==> config.mk <==
export PLATFORM = sky130hd
export DESIGN_NAME = indexed_linked_list_store_unit
export DESIGN_NICKNAME = d
export VERILOG_FILES = /design/src/rtl/core/ills_pkg.sv /design/src/rtl/core/ills_ram.sv /design/src/rtl/core/indexed_linked_list_store_unit.sv
export SDC_FILE = /design/constraint.sdc
export NUM_CORES = 2
export LEC_CHECK = 0
export BUFFER_PORTS_ARGS = -buffer_cell sky130_fd_sc_hd__buf_2
export CORE_ASPECT_RATIO = 0.5
export CORE_UTILIZATION = 28
export DETAILED_ROUTE_END_ITERATION = 6
export SLEW_MARGIN = 10
export SYNTH_ARGS = -nofsm -noshare
export SYNTH_HDL_FRONTEND = slang
export SYNTH_SLANG_ARGS = --single-unit
==> constraint.sdc <==
create_clock -name i_clk -period 9 [get_ports i_clk]
set_input_delay 0.9 -clock i_clk [delete_from_list [all_inputs] [get_ports i_clk]]
set_output_delay 0.9 -clock i_clk [all_outputs]
set_load 0.02 [all_outputs]
==> src/rtl/core/ills_pkg.sv <==
// Shared types and codes for the indexed linked list store unit.
// No dependencies; imported by the top level, the slot RAM users and the checker.
`default_nettype none

package ills_pkg;

    // Default sizing
    localparam int CAPACITY_DEF   = 32;
    localparam int DATA_WIDTH_DEF = 32;

    // Request codes
    localparam logic [1:0] REQ_PUSH   = 2'd0;
    localparam logic [1:0] REQ_ERASE  = 2'd1;
    localparam logic [1:0] REQ_ITER   = 2'd2;
    localparam logic [1:0] REQ_UNUSED = 2'd3;

    // Result status codes
    localparam logic [1:0] STAT_OK    = 2'd0;
    localparam logic [1:0] STAT_FULL  = 2'd1;
    localparam logic [1:0] STAT_RANGE = 2'd2;
    localparam logic [1:0] STAT_EMPTY = 2'd3;

    // Request item
    typedef struct packed {
        logic [1:0]  req_type;
        logic [31:0] elem_value;
        logic [4:0]  position;
    } t_req;

    // Result item
    typedef struct packed {
        logic [1:0]  status;
        logic [4:0]  order_index;
        logic [31:0] out_value;
        logic        last;
    } t_rsp;

endpackage

`default_nettype wire

==> src/rtl/core/ills_ram.sv <==
// Generic single-write, single-read RAM with registered read data.
// No dependencies.
`default_nettype none

module ills_ram #(
    parameter int WIDTH = 32,
    parameter int DEPTH = 32
) (
    input  wire logic                     i_clk,
    input  wire logic                     i_we,
    input  wire logic [$clog2(DEPTH)-1:0] i_waddr,
    input  wire logic [WIDTH-1:0]         i_wdata,
    input  wire logic                     i_re,
    input  wire logic [$clog2(DEPTH)-1:0] i_raddr,
    output logic      [WIDTH-1:0]         o_rdata
);

    logic [WIDTH-1:0] r_mem [DEPTH];

    // Write port
    always_ff @(posedge i_clk) begin
        if (i_we) begin
            r_mem[i_waddr] <= i_wdata;
        end
    end

    // Registered read port
    always_ff @(posedge i_clk) begin
        if (i_re) begin
            o_rdata <= r_mem[i_raddr];
        end
    end

endmodule

`default_nettype wire

==> src/rtl/core/indexed_linked_list_store_unit.sv <==
// Indexed linked list store: top level with link-walk sequencer.
// Depends on ills_pkg and ills_ram (element, next-link and prev-link stores).
//
// Usage
//   Request channel: present i_req and raise start; the item is taken at a
//   rising edge with start high and busy low. busy stays high while the
//   request is worked on.
//   Result channel: each result sits on o_rsp for one cycle with o_strobe
//   high; the receiver cannot stall, so results must be taken as they come.
// Sequence (acceptance to result strobe)
//   push, fresh slot: S_P_LINK, S_P_TAIL; push, recycled slot: S_P_FH first.
//   erase: S_E_WALK to the position (skipped for the head), then S_E_U1 to S_E_U3.
//   iterate: first result once the head is fetched, then one element per cycle;
//   push when full, erase out of range, empty list: answered from idle.
//   The walk follows the next-link store, one registered read per slot per
//   cycle; unlinking runs S_E_U1 to S_E_U3 with single-port writes per store.
//   A new request can be taken in the cycle the final result is shown.
// Reset
//   Synchronous, active low: the list, free chain and counters are emptied
//   at once; slot stores are not cleared and need no sweep.
`default_nettype none

module indexed_linked_list_store_unit
    import ills_pkg::*;
#(
    parameter int CAPACITY   = CAPACITY_DEF,
    parameter int DATA_WIDTH = DATA_WIDTH_DEF
) (
    input  wire logic i_clk,
    input  wire logic i_rst_n,
    input  wire logic start,
    output logic      busy,
    input  wire t_req i_req,
    output logic      o_strobe,
    output t_rsp      o_rsp
);

    localparam int SLOT_W = $clog2(CAPACITY);
    localparam int LINK_W = SLOT_W + 1;
    localparam int CNT_W  = $clog2(CAPACITY + 1);
    localparam logic [LINK_W-1:0] NONE_LINK = {1'b1, {SLOT_W{1'b0}}};

    // Sequencer states
    localparam logic [3:0] S_IDLE   = 4'd0;
    localparam logic [3:0] S_P_FH   = 4'd1;
    localparam logic [3:0] S_P_LINK = 4'd2;
    localparam logic [3:0] S_P_TAIL = 4'd3;
    localparam logic [3:0] S_E_WALK = 4'd4;
    localparam logic [3:0] S_E_U1   = 4'd5;
    localparam logic [3:0] S_E_U2   = 4'd6;
    localparam logic [3:0] S_E_U3   = 4'd7;
    localparam logic [3:0] S_I_EMIT = 4'd8;

    logic [3:0]            r_state, n_state;
    logic [LINK_W-1:0]     r_head, n_head;
    logic [LINK_W-1:0]     r_tail, n_tail;
    logic [LINK_W-1:0]     r_free, n_free;
    logic [CNT_W-1:0]      r_touched, n_touched;
    logic [CNT_W-1:0]      r_live, n_live;
    logic [SLOT_W-1:0]     r_slot, n_slot;
    logic [4:0]            r_cnt, n_cnt;
    logic [4:0]            r_pos, n_pos;
    logic [SLOT_W-1:0]     r_k, n_k;
    logic [DATA_WIDTH-1:0] r_value, n_value;
    logic                  r_strobe, n_strobe;
    t_rsp                  r_rsp, n_rsp;

    // Slot store ports
    logic                  elem_we, elem_re;
    logic [SLOT_W-1:0]     elem_waddr, elem_raddr;
    logic [DATA_WIDTH-1:0] elem_wdata, elem_rdata;
    logic                  nxt_we, nxt_re;
    logic [SLOT_W-1:0]     nxt_waddr, nxt_raddr;
    logic [LINK_W-1:0]     nxt_wdata, nxt_rdata;
    logic                  prv_we, prv_re;
    logic [SLOT_W-1:0]     prv_waddr, prv_raddr;
    logic [LINK_W-1:0]     prv_wdata, prv_rdata;

    // Width adaption of payload words
    logic [63:0] in_value64;
    logic [63:0] out_value64;
    logic [31:0] k_ext;
    logic        iter_fin;

    assign in_value64  = 64'(i_req.elem_value);
    assign out_value64 = 64'(elem_rdata);
    assign k_ext       = 32'(r_k);
    assign iter_fin    = nxt_rdata[SLOT_W] || (r_k == SLOT_W'(CAPACITY - 1));

    assign busy     = (r_state != S_IDLE);
    assign o_strobe = r_strobe;
    assign o_rsp    = r_rsp;

    // Sequencer and store control
    always_comb begin
        n_state   = r_state;
        n_head    = r_head;
        n_tail    = r_tail;
        n_free    = r_free;
        n_touched = r_touched;
        n_live    = r_live;
        n_slot    = r_slot;
        n_cnt     = r_cnt;
        n_pos     = r_pos;
        n_k       = r_k;
        n_value   = r_value;
        n_strobe  = 1'b0;
        n_rsp     = r_rsp;

        elem_we    = 1'b0;
        elem_waddr = r_slot;
        elem_wdata = r_value;
        elem_re    = 1'b0;
        elem_raddr = r_head[SLOT_W-1:0];
        nxt_we     = 1'b0;
        nxt_waddr  = r_slot;
        nxt_wdata  = NONE_LINK;
        nxt_re     = 1'b0;
        nxt_raddr  = r_head[SLOT_W-1:0];
        prv_we     = 1'b0;
        prv_waddr  = r_slot;
        prv_wdata  = NONE_LINK;
        prv_re     = 1'b0;
        prv_raddr  = r_head[SLOT_W-1:0];

        unique case (r_state)
            S_IDLE: begin
                if (start) begin
                    unique case (i_req.req_type)
                        REQ_PUSH: begin
                            n_value = in_value64[DATA_WIDTH-1:0];
                            if (!r_free[SLOT_W]) begin
                                // recycle the free-chain head
                                nxt_re    = 1'b1;
                                nxt_raddr = r_free[SLOT_W-1:0];
                                n_slot    = r_free[SLOT_W-1:0];
                                n_state   = S_P_FH;
                            end else if (r_touched < CNT_W'(CAPACITY)) begin
                                n_slot    = r_touched[SLOT_W-1:0];
                                n_touched = r_touched + CNT_W'(1);
                                n_state   = S_P_LINK;
                            end else begin
                                n_strobe = 1'b1;
                                n_rsp    = '{status: STAT_FULL, order_index: 5'd0,
                                             out_value: 32'd0, last: 1'b1};
                            end
                        end
                        REQ_ERASE: begin
                            n_pos = i_req.position;
                            if (32'(i_req.position) >= 32'(r_live)) begin
                                n_strobe = 1'b1;
                                n_rsp    = '{status: STAT_RANGE, order_index: 5'd0,
                                             out_value: 32'd0, last: 1'b1};
                            end else if (i_req.position == 5'd0) begin
                                // head is the target: fetch its links
                                nxt_re  = 1'b1;
                                prv_re  = 1'b1;
                                n_slot  = r_head[SLOT_W-1:0];
                                n_state = S_E_U1;
                            end else begin
                                nxt_re  = 1'b1;
                                n_cnt   = 5'd1;
                                n_state = S_E_WALK;
                            end
                        end
                        REQ_ITER: begin
                            if ((r_live == '0) || r_head[SLOT_W]) begin
                                n_strobe = 1'b1;
                                n_rsp    = '{status: STAT_EMPTY, order_index: 5'd0,
                                             out_value: 32'd0, last: 1'b1};
                            end else begin
                                nxt_re  = 1'b1;
                                elem_re = 1'b1;
                                n_k     = '0;
                                n_state = S_I_EMIT;
                            end
                        end
                        default: begin
                            // unused code: no result
                        end
                    endcase
                end
            end

            // Advance free chain past the recycled slot
            S_P_FH: begin
                n_free = nxt_rdata;
                if (!nxt_rdata[SLOT_W]) begin
                    prv_we    = 1'b1;
                    prv_waddr = nxt_rdata[SLOT_W-1:0];
                    prv_wdata = NONE_LINK;
                end
                n_state = S_P_LINK;
            end

            // Fill the new slot
            S_P_LINK: begin
                elem_we    = 1'b1;
                nxt_we     = 1'b1;
                nxt_wdata  = NONE_LINK;
                prv_we     = 1'b1;
                prv_wdata  = r_tail;
                if (r_tail[SLOT_W]) begin
                    n_head = {1'b0, r_slot};
                end
                n_state = S_P_TAIL;
            end

            // Hook onto the old tail
            S_P_TAIL: begin
                if (!r_tail[SLOT_W]) begin
                    nxt_we    = 1'b1;
                    nxt_waddr = r_tail[SLOT_W-1:0];
                    nxt_wdata = {1'b0, r_slot};
                end
                n_tail   = {1'b0, r_slot};
                n_live   = r_live + CNT_W'(1);
                n_strobe = 1'b1;
                n_rsp    = '{status: STAT_OK, order_index: 5'd0,
                             out_value: 32'd0, last: 1'b1};
                n_state  = S_IDLE;
            end

            // One link per cycle towards the target position
            S_E_WALK: begin
                nxt_re    = 1'b1;
                nxt_raddr = nxt_rdata[SLOT_W-1:0];
                if (r_cnt == r_pos) begin
                    prv_re    = 1'b1;
                    prv_raddr = nxt_rdata[SLOT_W-1:0];
                    n_slot    = nxt_rdata[SLOT_W-1:0];
                    n_state   = S_E_U1;
                end else begin
                    n_cnt = r_cnt + 5'd1;
                end
            end

            // Bridge neighbours around the target
            S_E_U1: begin
                if (!prv_rdata[SLOT_W]) begin
                    nxt_we    = 1'b1;
                    nxt_waddr = prv_rdata[SLOT_W-1:0];
                    nxt_wdata = nxt_rdata;
                end else begin
                    n_head = nxt_rdata;
                end
                if (!nxt_rdata[SLOT_W]) begin
                    prv_we    = 1'b1;
                    prv_waddr = nxt_rdata[SLOT_W-1:0];
                    prv_wdata = prv_rdata;
                end else begin
                    n_tail = prv_rdata;
                end
                n_state = S_E_U2;
            end

            // Target onto the free chain
            S_E_U2: begin
                nxt_we    = 1'b1;
                nxt_wdata = r_free;
                prv_we    = 1'b1;
                prv_wdata = NONE_LINK;
                n_state   = S_E_U3;
            end

            S_E_U3: begin
                if (!r_free[SLOT_W]) begin
                    prv_we    = 1'b1;
                    prv_waddr = r_free[SLOT_W-1:0];
                    prv_wdata = {1'b0, r_slot};
                end
                n_free   = {1'b0, r_slot};
                n_live   = r_live - CNT_W'(1);
                n_strobe = 1'b1;
                n_rsp    = '{status: STAT_OK, order_index: 5'd0,
                             out_value: 32'd0, last: 1'b1};
                n_state  = S_IDLE;
            end

            // Emit one element per cycle, fetch the next
            S_I_EMIT: begin
                n_strobe = 1'b1;
                n_rsp    = '{status: STAT_OK, order_index: k_ext[4:0],
                             out_value: out_value64[31:0], last: iter_fin};
                if (iter_fin) begin
                    n_state = S_IDLE;
                end else begin
                    nxt_re     = 1'b1;
                    nxt_raddr  = nxt_rdata[SLOT_W-1:0];
                    elem_re    = 1'b1;
                    elem_raddr = nxt_rdata[SLOT_W-1:0];
                    n_k        = r_k + SLOT_W'(1);
                end
            end

            default: begin
                n_state = S_IDLE;
            end
        endcase
    end

    // Control registers
    always_ff @(posedge i_clk) begin
        if (!i_rst_n) begin
            r_state   <= S_IDLE;
            r_head    <= NONE_LINK;
            r_tail    <= NONE_LINK;
            r_free    <= NONE_LINK;
            r_touched <= '0;
            r_live    <= '0;
            r_strobe  <= 1'b0;
        end else begin
            r_state   <= n_state;
            r_head    <= n_head;
            r_tail    <= n_tail;
            r_free    <= n_free;
            r_touched <= n_touched;
            r_live    <= n_live;
            r_strobe  <= n_strobe;
        end
    end

    // Working and payload registers
    always_ff @(posedge i_clk) begin
        r_slot  <= n_slot;
        r_cnt   <= n_cnt;
        r_pos   <= n_pos;
        r_k     <= n_k;
        r_value <= n_value;
        r_rsp   <= n_rsp;
    end

    // Slot stores
    ills_ram #(.WIDTH(DATA_WIDTH), .DEPTH(CAPACITY)) u_elem (
        .i_clk   (i_clk),
        .i_we    (elem_we),
        .i_waddr (elem_waddr),
        .i_wdata (elem_wdata),
        .i_re    (elem_re),
        .i_raddr (elem_raddr),
        .o_rdata (elem_rdata)
    );

    ills_ram #(.WIDTH(LINK_W), .DEPTH(CAPACITY)) u_next (
        .i_clk   (i_clk),
        .i_we    (nxt_we),
        .i_waddr (nxt_waddr),
        .i_wdata (nxt_wdata),
        .i_re    (nxt_re),
        .i_raddr (nxt_raddr),
        .o_rdata (nxt_rdata)
    );

    ills_ram #(.WIDTH(LINK_W), .DEPTH(CAPACITY)) u_prev (
        .i_clk   (i_clk),
        .i_we    (prv_we),
        .i_waddr (prv_waddr),
        .i_wdata (prv_wdata),
        .i_re    (prv_re),
        .i_raddr (prv_raddr),
        .o_rdata (prv_rdata)
    );

endmodule

`default_nettype wire

==> results.toml <==
[timing]
rsz0062_at_grt = "false"
maxSlewViolCount = 0
finClkSkew_ns = 0.0396
relSlewSlack = 0.153
setup_violations = 0
worst_pin_slew_ns = 1.27
max_freq_mhz = 187
finalCritPeriodShare = 0.596
hold_viol_final = 0
tns_ns = 0
min_period_ns = 5.36

[critical_path]
crit_type = "reg -> reg"
rr_worst_depth = 9
startpoint_type = "register"
crit_required_ns = 9.56
worst-path-max-fanout = 68
end_kind = "register"
crit_arrival_ns = 5.92

[synth]
synthCells = 4480
ys_warn_count = 0
postSynth.asyncResetShare = 0
ys_seq_area_frac = 0.748
yosysUniqueCellTypes = 73
synth_nets = 4541
ys_seq_elements = 1579
synth_top_family_by_area = "simple AND/OR/NAND/NOR gates"
synth_adder_area_share = 0.00390
synthSimpleGateAreaFrac = 0.131
synth.cell_area_um2 = 62900
synth_compound_area_frac = 0.0490
synth_area_per_cell_um2 = 14.0
synth_xor_area_frac = 0.00250
ys.flop_type = "edfxtp_1"
synthMuxAreaShare = 0.0453
synth_edf_count = 1544

[die]
core_area_um2 = 222000
floorplan.die.width_um = 672
pin_count = 84
row_count = 122
die_area_um2 = 227000
initial_utilization = 0.283
die_h_um = 337

[placed_design]
hpwl_um = 85100
place.gp.congestion = 0.806
placed_cells = 7347
io_buffers = 83

[outcome]
status = "finished, final reports clean"

[cells_and_area]
fin_nets = 4586
drive_gt1_frac = 0.0964
num-fill-cells = 21700
area_growth_pct = 14.2
multi_input_area_um2 = 15000
instances_no_fill = 7628
register_area_um2 = 47100

[global_route]
grt_first_pass_wirelength_um = 245000
grt_pass1_vias = 35628
antenna_found_initial = 7
grt_use_total = 0.145
grt_overflow = 0
grt_start_max_net_pins = 158

[cts]
tritoncts = "done"
clk_path_buf_depth = 3
clk_pin_slew_worst_paths_ns = 0.07
ctsResizeCount = 0
cts-hold-fix-buffers = 0
clock-sinks = 1579
cts-root-buf = "clkbuf_16"
clk_latency_ns = 0.81
cts.htree.levels = 4
cts_setup_buffers = 0
cts_buffers = 152

[hold_path]
holdPathStages = 1
worst_hold_path_type = "in -> reg"

[power]
power_per_cell_area_nw_per_um2 = 218
max-vdd-ir-drop_v = 0.000257
p_leak_nw = 23.2

[job]
maxCapViolCount = 0

[drt]
vias_per_cell = 4.94
antenna_left = 0
vias = 37705
dr.pass1.iters = 6
wl_per_cell_um = 22.3
detail_route.iter0.violations = 4385
route.final.wire_length_um = 170000
drc_errors = 0
sequential cells by signal, indices dropped and copies added (netlist names), 6 cells and up:
name / flops
u_next.r_mem: 192
u_prev.r_mem: 192
r_touched: 6
u_elem.o_rdata: 32
u_next.o_rdata: 6
r_free: 6
elem_wdata: 32
u_elem.r_mem: 1024
r_live: 6
r_head: 6
o_rsp: 40
u_prev.o_rdata: 6
r_tail: 6
area by class of cell:
type                    count  share of cell area
diodes                      3            0.000104
clock buffers             195              0.0555
clock inverters            83              0.0128
inverters                  19            0.000992
multi-input cells        2610               0.209
flip-flops and latches   1579               0.655
well taps                2976              0.0518
repair buffers            163              0.0152
per-layer routing:
metal  vias to the layer above  GRT usage  routed length, µm
li1                      16869          -                  -
met1                     19147      0.204              74500
met2                      1445      0.235              79200
met3                       240     0.0225              12500
met4                         4     0.0384               3490
met5                         -          0                 27
power breakdown:
group | leakage, nW | switching, W | internal, W
clock | 2.37 | 0.00282 | 0.00352
combinational | 6.58 | 0.000772 | 0.000360
sequential | 14.3 | 0.0000901 | 0.00810
total | 23.2 | 0.00368 | 0.0120
path summary, 6_finish.rpt:
kind                                            to  slack (ns)        from
worst max-delay path            u_elem.o_rdata[30]        3.64  r_state[3]
worst min-delay path                elem_wdata[18]        0.28   i_req[23]
worst max register to register  u_elem.o_rdata[30]        3.64  r_state[3]
worst min register to register           r_live[3]        0.48   r_live[3]
cells by family after synthesis:
group | after synthesis
compound gates | 429
xor+xnor | 18
fa+ha+maj | 19
buf+inv | 291
flops | 1579
mux | 283
simple gates | 1861
through the flow:
step | power [W] | utilization | instance area [µm²] | setup slack (ns) | hold slack, ns
2_1_floorplan | 0.00909 | - | 62900 | 4.53 | 0.427
3_3_place_gp | 0.00946 | 0.301 | 67000 | 3.77 | 0.474
3_5_place_dp | 0.00947 | 0.301 | 67000 | 3.67 | 0.472
4_1_cts | 0.0157 | 0.323 | 71900 | 3.66 | 0.216
5_1_grt | 0.0161 | 0.323 | 71900 | 3.39 | 0.243
6_report | 0.0157 | 0.323 | 71900 | 3.64 | 0.277
layout by cell type (no fill, tap or decap), types with 13 or more instances in the layout:
cell type,count
o21a_1,32
o21ai_0,55
nor2b_1,13
and2_1,46
a22oi_1,47
a32oi_1,69
nand4_1,130
edfxtp_1,1544
nand3_1,407
dfxtp_1,35
o22ai_1,35
clkbuf_16,153
a211oi_1,23
clkinv_2,21
a21o_1,15
mux2i_1,265
clkinv_1,33
buf_4,74
a21oi_1,54
ha_1,18
o211ai_1,35
nand2_1,1014
nor2_1,130
nand2b_1,15
clkbuf_1,42
nor3_1,13
inv_1,18
buf_2,83
nor2_4,32
cells in the mapped netlist, types with 4 or more instances:
library cell / n / area, µm²
buf_2: 78 / 390
nand3_1: 407 / 2040
and2_1: 46 / 288
inv_1: 18 / 67.6
buf_1: 14 / 52.6
xor2_1: 11 / 96.3
ha_1: 18 / 225
or2_2: 5 / 31.3
dfxtp_1: 35 / 701
nand3b_1: 12 / 90.1
a221o_1: 8 / 80.1
buf_4: 11 / 82.6
o21a_1: 32 / 240
nor3_1: 14 / 70.1
o211ai_1: 35 / 263
nand2b_1: 15 / 93.8
a221oi_1: 7 / 61.3
mux2i_1: 269 / 2690
xnor2_1: 7 / 61.3
a211oi_1: 23 / 173
clkbuf_1: 164 / 616
a22oi_1: 47 / 353
a21o_1: 15 / 113
a311oi_1: 7 / 61.3
o21ai_0: 60 / 300
nor2b_1: 13 / 81.3
o31ai_1: 8 / 60.1
buf_6: 4 / 45.0
o22ai_1: 35 / 219
a21oi_1: 55 / 275
and3_1: 9 / 56.3
a32oi_1: 69 / 604
nor2_1: 162 / 608
mux2_2: 12 / 135
nor4_1: 13 / 81.3
nor3_2: 5 / 50.1
nand2_1: 1014 / 3810
a211o_1: 5 / 43.8
edfxtp_1: 1544 / 46400
nand4_1: 130 / 813
worst max-delay path, stage by stage, from the launching register on:
cell	delay (ns)
dfxtp_1	0.75
nor4b_4	0.31
buf_4	0.47
nand2_1	0.82
o21ai_4	1.07
buf_4	0.92
a32oi_1	0.22
nand4_1	0.16
o21ai_0	0.11
o21a_1	0.21
Power figures use the tool's default switching activity.
